<file path="config.mk">
export PLATFORM = sky130hd
export DESIGN_NAME = stack_with_parity_partition_top
export DESIGN_NICKNAME = d
export VERILOG_FILES = /design/src/rtl/core/swpp_pkg.sv /design/src/rtl/core/swpp_dpath.sv /design/src/rtl/core/swpp_ctrl.sv /design/src/rtl/core/stack_with_parity_partition_top.sv
export SDC_FILE = /design/constraint.sdc
export NUM_CORES = 1
export LEC_CHECK = 0
export BUFFER_PORTS_ARGS = -buffer_cell sky130_fd_sc_hd__clkbuf_2
export CAP_MARGIN = 30
export CORE_UTILIZATION = 56
export CTS_CLUSTER_DIAMETER = 100
export DETAILED_ROUTE_END_ITERATION = 16
export PLACE_DENSITY = 0.76
export SLEW_MARGIN = 20
export SYNTH_ARGS = -nofsm -noshare
export SYNTH_HDL_FRONTEND = slang
export SYNTH_SLANG_ARGS = --single-unit
</file>
<file path="constraint.sdc">
create_clock -name clk -period 4.4 [get_ports clk]
set_input_delay 0.22 -clock clk [delete_from_list [all_inputs] [get_ports clk]]
set_output_delay 0.22 -clock clk [all_outputs]
set_load 0.01 [all_outputs]
</file>
<file path="src/rtl/core/swpp_pkg.sv">
`default_nettype none

package swpp_pkg;

  // Default number of stack entries.
  localparam int SWPP_DEPTH = 8;

  // Operation codes carried on the input channel.
  localparam logic [1:0] OP_PUSH    = 2'd0;
  localparam logic [1:0] OP_POP     = 2'd1;
  localparam logic [1:0] OP_DISPLAY = 2'd2;
  localparam logic [1:0] OP_PEEK    = 2'd3;

  // Result status codes.
  localparam logic [1:0] ST_OK       = 2'd0;
  localparam logic [1:0] ST_OVERFLOW = 2'd1;
  localparam logic [1:0] ST_EMPTY    = 2'd2;

  // Read address selection for the store.
  localparam logic [1:0] RA_TOP  = 2'd0;
  localparam logic [1:0] RA_PART = 2'd1;
  localparam logic [1:0] RA_EMIT = 2'd2;

  // Write port selection for the store.
  localparam logic [1:0] WR_NONE = 2'd0;
  localparam logic [1:0] WR_PUSH = 2'd1;
  localparam logic [1:0] WR_LOW  = 2'd2;
  localparam logic [1:0] WR_HIGH = 2'd3;

  // Result data selection.
  localparam logic OD_ZERO = 1'b0;
  localparam logic OD_READ = 1'b1;

  // Commands from the controller to the datapath.
  typedef struct packed {
    logic       take;
    logic       rd_en;
    logic [1:0] rd_sel;
    logic [1:0] wr_sel;
    logic       i_inc;
    logic       t_dec;
    logic       j_dec;
    logic       fill_inc;
    logic       fill_dec;
    logic       out_load;
    logic [1:0] out_status;
    logic       out_dsel;
    logic       out_last;
  } swpp_cmd_t;

  // Status from the datapath to the controller.
  typedef struct packed {
    logic [1:0] op;
    logic       empty;
    logic       full;
    logic       i_le_t;
    logic       t_zero;
    logic       low_even;
    logic       j_one;
    logic       out_free;
  } swpp_stat_t;

endpackage

`default_nettype wire

</file>
<file path="src/rtl/core/swpp_dpath.sv">
`default_nettype none

module swpp_dpath
  import swpp_pkg::*;
#(
  parameter int DEPTH = SWPP_DEPTH
) (
  input  wire logic               clk,
  input  wire logic               rst_n,
  input  wire swpp_cmd_t          cmd,
  output swpp_stat_t              stat,
  input  wire logic [1:0]         in_op,
  input  wire logic signed [31:0] in_value,
  input  wire logic               out_tready,
  output logic                    out_valid,
  output logic [1:0]              out_status,
  output logic signed [31:0]      out_data,
  output logic                    out_last
);

  localparam int CW = $clog2(DEPTH + 1);
  localparam int AW = (DEPTH > 1) ? $clog2(DEPTH) : 1;

  logic [31:0]   mem [DEPTH];
  logic [31:0]   rd_a_r;
  logic [31:0]   rd_b_r;
  logic [CW-1:0] fill_r;
  logic [CW-1:0] i_r;
  logic [CW-1:0] t_r;
  logic [CW-1:0] j_r;
  logic [1:0]    op_r;
  logic [31:0]   val_r;
  logic          out_valid_r;
  logic [1:0]    out_status_r;
  logic [31:0]   out_data_r;
  logic          out_last_r;

  logic [CW-1:0] top_idx;
  logic [CW-1:0] emit_idx;
  logic [AW-1:0] addr_a;
  logic [AW-1:0] addr_b;
  logic          wr_en;
  logic [AW-1:0] wr_addr;
  logic [31:0]   wr_data;

  // Read addresses: top of stack, the two partition cursors, or the display cursor.
  assign top_idx  = fill_r - CW'(1);
  assign emit_idx = j_r - CW'(1);
  assign addr_b   = t_r[AW-1:0];

  always_comb begin
    unique case (cmd.rd_sel)
      RA_TOP:  addr_a = top_idx[AW-1:0];
      RA_PART: addr_a = i_r[AW-1:0];
      RA_EMIT: addr_a = emit_idx[AW-1:0];
      default: addr_a = top_idx[AW-1:0];
    endcase
  end

  // Write port: a push, or one half of a partition swap.
  always_comb begin
    wr_en   = 1'b1;
    wr_addr = fill_r[AW-1:0];
    wr_data = val_r;
    unique case (cmd.wr_sel)
      WR_NONE: wr_en = 1'b0;
      WR_PUSH: begin
        wr_addr = fill_r[AW-1:0];
        wr_data = val_r;
      end
      WR_LOW: begin
        wr_addr = i_r[AW-1:0];
        wr_data = rd_b_r;
      end
      WR_HIGH: begin
        wr_addr = t_r[AW-1:0];
        wr_data = rd_a_r;
      end
      default: wr_en = 1'b0;
    endcase
  end

  // Stack store with two registered read ports and one write port.
  always_ff @(posedge clk) begin
    if (wr_en) begin
      mem[wr_addr] <= wr_data;
    end
    if (cmd.rd_en) begin
      rd_a_r <= mem[addr_a];
      rd_b_r <= mem[addr_b];
    end
  end

  // Captured operation and pushed word.
  always_ff @(posedge clk) begin
    if (cmd.take) begin
      op_r  <= in_op;
      val_r <= in_value;
    end
  end

  // Fill count and walk cursors.
  always_ff @(posedge clk) begin
    if (!rst_n) begin
      fill_r <= '0;
      i_r    <= '0;
      t_r    <= '0;
      j_r    <= '0;
    end else begin
      if (cmd.fill_inc) begin
        fill_r <= fill_r + CW'(1);
      end else if (cmd.fill_dec) begin
        fill_r <= fill_r - CW'(1);
      end
      if (cmd.take) begin
        i_r <= '0;
        t_r <= top_idx;
        j_r <= fill_r;
      end else begin
        if (cmd.i_inc) begin
          i_r <= i_r + CW'(1);
        end
        if (cmd.t_dec) begin
          t_r <= t_r - CW'(1);
        end
        if (cmd.j_dec) begin
          j_r <= emit_idx;
        end
      end
    end
  end

  // Output register; a loaded result stays until it is taken.
  always_ff @(posedge clk) begin
    if (!rst_n) begin
      out_valid_r <= 1'b0;
    end else if (cmd.out_load) begin
      out_valid_r <= 1'b1;
    end else if (out_tready) begin
      out_valid_r <= 1'b0;
    end
  end

  always_ff @(posedge clk) begin
    if (cmd.out_load) begin
      out_status_r <= cmd.out_status;
      out_data_r   <= (cmd.out_dsel == OD_READ) ? rd_a_r : 32'd0;
      out_last_r   <= cmd.out_last;
    end
  end

  // Status toward the controller.
  always_comb begin
    stat.op       = op_r;
    stat.empty    = (fill_r == '0);
    stat.full     = (fill_r == CW'(DEPTH));
    stat.i_le_t   = (i_r <= t_r);
    stat.t_zero   = (t_r == '0);
    stat.low_even = ~rd_a_r[0];
    stat.j_one    = (j_r == CW'(1));
    stat.out_free = ~out_valid_r | out_tready;
  end

  assign out_valid  = out_valid_r;
  assign out_status = out_status_r;
  assign out_data   = out_data_r;
  assign out_last   = out_last_r;

endmodule

`default_nettype wire

</file>
<file path="src/rtl/core/swpp_ctrl.sv">
`default_nettype none

module swpp_ctrl
  import swpp_pkg::*;
(
  input  wire logic       clk,
  input  wire logic       rst_n,
  input  wire logic       in_valid,
  input  wire logic [1:0] in_op,
  output logic            in_ready,
  input  wire swpp_stat_t stat,
  output swpp_cmd_t       cmd
);

  localparam logic [2:0] S_IDLE = 3'd0;
  localparam logic [2:0] S_RESP = 3'd1;
  localparam logic [2:0] S_PRD  = 3'd2;
  localparam logic [2:0] S_PDEC = 3'd3;
  localparam logic [2:0] S_PSWP = 3'd4;
  localparam logic [2:0] S_ERD  = 3'd5;
  localparam logic [2:0] S_EOUT = 3'd6;

  logic [2:0] state_r;
  logic [2:0] state_nxt;

  always_ff @(posedge clk) begin
    if (!rst_n) begin
      state_r <= S_IDLE;
    end else begin
      state_r <= state_nxt;
    end
  end

  // Next state and datapath commands.
  always_comb begin
    state_nxt      = state_r;
    in_ready       = 1'b0;
    cmd            = '0;
    cmd.rd_sel     = RA_TOP;
    cmd.wr_sel     = WR_NONE;
    cmd.out_status = ST_OK;
    cmd.out_dsel   = OD_ZERO;
    unique case (state_r)
      S_IDLE: begin
        // Keep the top entry read so pop and peek have it on the next cycle.
        in_ready   = 1'b1;
        cmd.rd_en  = 1'b1;
        cmd.rd_sel = RA_TOP;
        if (in_valid) begin
          cmd.take = 1'b1;
          if (in_op == OP_DISPLAY && !stat.empty) begin
            state_nxt = S_PRD;
          end else begin
            state_nxt = S_RESP;
          end
        end
      end
      S_RESP: begin
        if (stat.out_free) begin
          cmd.out_load = 1'b1;
          cmd.out_last = 1'b1;
          unique case (stat.op)
            OP_PUSH: begin
              if (stat.full) begin
                cmd.out_status = ST_OVERFLOW;
              end else begin
                cmd.wr_sel   = WR_PUSH;
                cmd.fill_inc = 1'b1;
              end
            end
            OP_POP: begin
              if (stat.empty) begin
                cmd.out_status = ST_EMPTY;
              end else begin
                cmd.fill_dec = 1'b1;
                cmd.out_dsel = OD_READ;
              end
            end
            OP_PEEK: begin
              if (stat.empty) begin
                cmd.out_status = ST_EMPTY;
              end else begin
                cmd.out_dsel = OD_READ;
              end
            end
            default: begin
              // Display reaches here only on an empty stack.
              cmd.out_status = ST_EMPTY;
            end
          endcase
          state_nxt = S_IDLE;
        end
      end
      S_PRD: begin
        // Fetch both cursor entries while the cursors have not crossed.
        if (stat.i_le_t) begin
          cmd.rd_en  = 1'b1;
          cmd.rd_sel = RA_PART;
          state_nxt  = S_PDEC;
        end else begin
          state_nxt = S_ERD;
        end
      end
      S_PDEC: begin
        // An even low entry is swapped with the high entry; an odd one stays.
        if (stat.low_even) begin
          cmd.wr_sel = WR_LOW;
          state_nxt  = S_PSWP;
        end else begin
          cmd.i_inc = 1'b1;
          state_nxt = S_PRD;
        end
      end
      S_PSWP: begin
        // Second half of the swap; the walk stops once the high cursor is at the bottom.
        cmd.wr_sel = WR_HIGH;
        if (stat.t_zero) begin
          state_nxt = S_ERD;
        end else begin
          cmd.t_dec = 1'b1;
          state_nxt = S_PRD;
        end
      end
      S_ERD: begin
        cmd.rd_en  = 1'b1;
        cmd.rd_sel = RA_EMIT;
        state_nxt  = S_EOUT;
      end
      S_EOUT: begin
        if (stat.out_free) begin
          cmd.out_load = 1'b1;
          cmd.out_dsel = OD_READ;
          cmd.out_last = stat.j_one;
          cmd.j_dec    = 1'b1;
          state_nxt    = stat.j_one ? S_IDLE : S_ERD;
        end
      end
      default: begin
        state_nxt = S_IDLE;
      end
    endcase
  end

endmodule

`default_nettype wire

</file>
<file path="src/rtl/core/stack_with_parity_partition_top.sv">
`default_nettype none

// Push, pop and peek are accepted in the idle state, then the response state loads the
// output register once it is free; the result is visible on the cycle after that load.
// Display on a non-empty stack runs the partition walk over the single-write-port
// store (a swap needs two writes), then emits each entry from top to bottom.
// Reset clears the fill count, cursors, controller and output valid; no clearing pass.
module stack_with_parity_partition_top
  import swpp_pkg::*;
#(
  parameter int DEPTH = SWPP_DEPTH
) (
  input  wire logic        clk,
  input  wire logic        rst_n,
  input  wire logic        in_tvalid,
  output logic             in_tready,
  input  wire logic [31:0] in_tdata,   // [31:0] value
  input  wire logic [1:0]  in_tuser,   // [1:0] operation
  output logic             out_tvalid,
  input  wire logic        out_tready,
  output logic [31:0]      out_tdata,  // [31:0] data
  output logic [1:0]       out_tuser,  // [1:0] status
  output logic             out_tlast
);

  swpp_cmd_t  cmd;
  swpp_stat_t stat;

  // Operation sequencing.
  swpp_ctrl u_ctrl (
    .clk      (clk),
    .rst_n    (rst_n),
    .in_valid (in_tvalid),
    .in_op    (in_tuser),
    .in_ready (in_tready),
    .stat     (stat),
    .cmd      (cmd)
  );

  // Store, cursors and output register.
  swpp_dpath #(
    .DEPTH (DEPTH)
  ) u_dpath (
    .clk        (clk),
    .rst_n      (rst_n),
    .cmd        (cmd),
    .stat       (stat),
    .in_op      (in_tuser),
    .in_value   (in_tdata),
    .out_tready (out_tready),
    .out_valid  (out_tvalid),
    .out_status (out_tuser),
    .out_data   (out_tdata),
    .out_last   (out_tlast)
  );

endmodule

`default_nettype wire

</file>
==> flow_summary.toml <==
[floorplan]
die_h_um = 184
ios = 75
die_w_um = 184
num_rows = 66
initial_core_util_pct = 56.9
die-area_sq_um = 33800
core_area_sq_um = 32500

[placed_design]
placed_area_sq_um = 19500
placedCellCount = 1664
portBuffers = 74
dp_hpwl_mm = 22.7
gp_routability_congestion = 0.857

[final_layout]
syn2layout_area_growth_pct = 14.5
drive_gt1_share_pct = 21.4
antennaDiodeCount = 0
stdcell_count = 1776
design_area_sq_um = 21200
nets = 1352

[timing]
hold_viol_final = 0
finalClockSkew_ps = 23.9
rsz0062_at_grt = "false"
max-slew-margin-rel_pct = 23.5
slew_violations = 0
fmax_ghz = 0.264
fin_tns_setup_ps = 0
worst_pin_slew_ps = 1150
setup_viol = 0
min_period_ps = 3790
finalCritPeriodShare_pct = 86.0

[detailed_routing]
drtIter0Drc = 980
ant_nets = 0
vias_per_cell = 6.05
wirelength_mm = 40.5
num_vias = 10800
route.detailed.drc = 0
drtPass1Iterations = 5
routedWlPerCell_um = 22.8

[pwr]
ir_worst_vdd_mv = 0.330
leakage_nw = 8.53
cellPowerDensity_nw_per_um2 = 460
report.power.total_mw = 9.75

[synth]
netlist_area_sq_um = 18500
synth_fp_nets = 1240
synth_ff_type = "edfxtp_1"
ys_ff_latch = 409
synthArstFlopShare_pct = 0
seq_area_frac_synth_pct = 65.3
yosys.area.top_type = "edfxtp_1"
synth_edf_count = 389
synth_warnings = 0
syn_inst = 1190
ys_top_cells_by_area = "edfxtp_1 (63%), mux2i_1 (10%), mux4_2 (7.8%)"
syn_area_per_cell_sq_um = 15.6
yosys.area.top_type_share_pct = 63.1
ys_types = 59

[setup_path]
critPathCaptureType = "flip-flop"
worstPathMaxFanout = 128
worstPathArrival_ps = 4080
cp.required_ps = 4700
ff2ff_setup_slack_ps = 610
startpoint_type = "flip-flop"
crit_type = "flip-flop to flip-flop"

[global_route]
grt_pass1_vias = 10700
gr-usage-all-layers_pct = 24.8
antenna_found_initial = 0
grt_overflow_total = 0
grt_pass1_wl_mm = 61.7
grt_max_degree = 129

[clock_network]
h-tree-depth = 2
cts_tree = "yes"
cts_inserted_buffers = 43
post_cts_buffers = 0
clock_latency_ps = 550
clkSinkCount = 409
clockBufferDepth = 3
path_clk_slew_ps = 60
clockRootBuffer = "clkbuf_16"
ctsResizeCount = 0
postCtsHoldBufs = 34

[run]
cap_violations = 0

[worst_hold_path]
hold_class = "primary input to flip-flop"

[status]
status = "finished, final reports clean"
==> cells by family after synthesis <==
group	Yosys count	share of synthesized area [%]
flip-flops	409	65.3
AND/OR/NAND/NOR	292	7.42
multiplexers	290	20.2
AO/OA/AOI/OAI	91	3.40
buffers and inverters	85	2.33
adder cells (fa/ha/maj)	12	0.811
XOR/XNOR	11	0.521
==> metal layers <==
metal | share of wire [%] | routed length (um) | track usage (%) | up-vias
met5 | 0 | 0 | 0 | -
met4 | 2.5 | 1000 | 7.37 | 0
met3 | 7.9 | 3190 | 3.68 | 78
met2 | 48 | 19300 | 39.9 | 424
met1 | 42 | 17100 | 35.2 | 5426
li1 | - | - | - | 4825
==> state kept, by name (all words and copies together), names as in the netlist <==
name / cells
u_dpath.i_r: 4
u_dpath.op_r: 2
u_ctrl.state_r: 3
u_dpath.out_data: 32
u_dpath.rd_a_r: 32
u_dpath.mem: 256
u_dpath.out_valid: 1
u_dpath.val_r: 32
u_dpath.out_last: 1
u_dpath.rd_b_r: 32
u_dpath.out_status: 2
u_dpath.j_r: 4
u_dpath.t_r: 4
u_dpath.fill_r: 4
==> critical path: stages, from the launching register on <==
cell,delay (ps)
dfxtp_1,370
inv_1,60
ha_1,290
and2_1,130
o21ai_0,80
a32o_1,240
nand2_1,110
inv_1,60
ha_1,380
nand2_1,100
o31a_2,160
buf_12,480
mux2i_1,330
mux2i_1,120
mux2_2,280
==> where the power goes <==
part / internal, mW / leakage [nW] / switching, mW / total [mW]
Combinational: 0.684 / 4.07 / 0.821 / 1.50
Sequential: 4.65 / 3.79 / 0.171 / 4.82
Clock: 1.97 / 0.661 / 1.45 / 3.43
Total: 7.30 / 8.53 / 2.45 / 9.75
==> cell usage after synthesis (all sizes together), types with 8 or more instances <==
cell / count
edfxtp: 389
mux2i: 193
nand2: 186
mux4: 64
buf: 50
and2: 38
a22oi: 34
mux2: 33
nor2: 23
clkbuf: 21
a21oi: 20
dfxtp: 20
inv: 13
ha: 12
o21ai: 8
==> path summary, 6_finish.rpt <==
check,cells after the start,from,to
worst max-delay path,14,u_dpath.t_r[3],u_dpath.rd_a_r[15]
worst min-delay path,2,rst_n,u_dpath.fill_r[2]
worst max register to register,14,u_dpath.t_r[3],u_dpath.rd_a_r[15]
worst min register to register,2,u_dpath.i_r[0],u_dpath.i_r[0]
==> cell type report <==
cell class,count,area (sq um)
sequential,409,12100
multi-input combinational,696,6090
tap,442,553
clock inverter,28,240
timing repair buffer,138,1070
fill,2278,11300
inverter,14,52.6
clock buffer,49,1100
==> stage by stage <==
step	worst slack [ps]	hold slack, ps	utilization (%)
final	615	58.1	65.1
after CTS	683	42.2	65.0
after detailed placement	699	399	59.9
after global placement	749	397	59.6
after floorplan	267	319	-
after global routing	401	61.2	65.1
==> cells in the final DEF, fill, tap and decap left out, types with 9 or more instances in the layout <==
cell | netlist | routed
inv_1 | 12 | 12
and2_1 | 38 | 38
mux2_2 | 33 | 33
mux2i_1 | 193 | 193
a21oi_1 | 20 | 18
nand2_1 | 185 | 184
mux4_2 | 64 | 64
a22oi_1 | 34 | 34
clkinv_1 | 1 | 10
dlygate4sd3_1 | 0 | 34
clkbuf_16 | 0 | 43
buf_4 | 8 | 21
clkinv_2 | 0 | 12
ha_1 | 12 | 12
nor2_4 | 0 | 9
nor2_1 | 23 | 14
clkbuf_2 | 0 | 74
dfxtp_1 | 20 | 18
edfxtp_1 | 389 | 389
No activity file was read; power rests on OpenSTA's default activity.
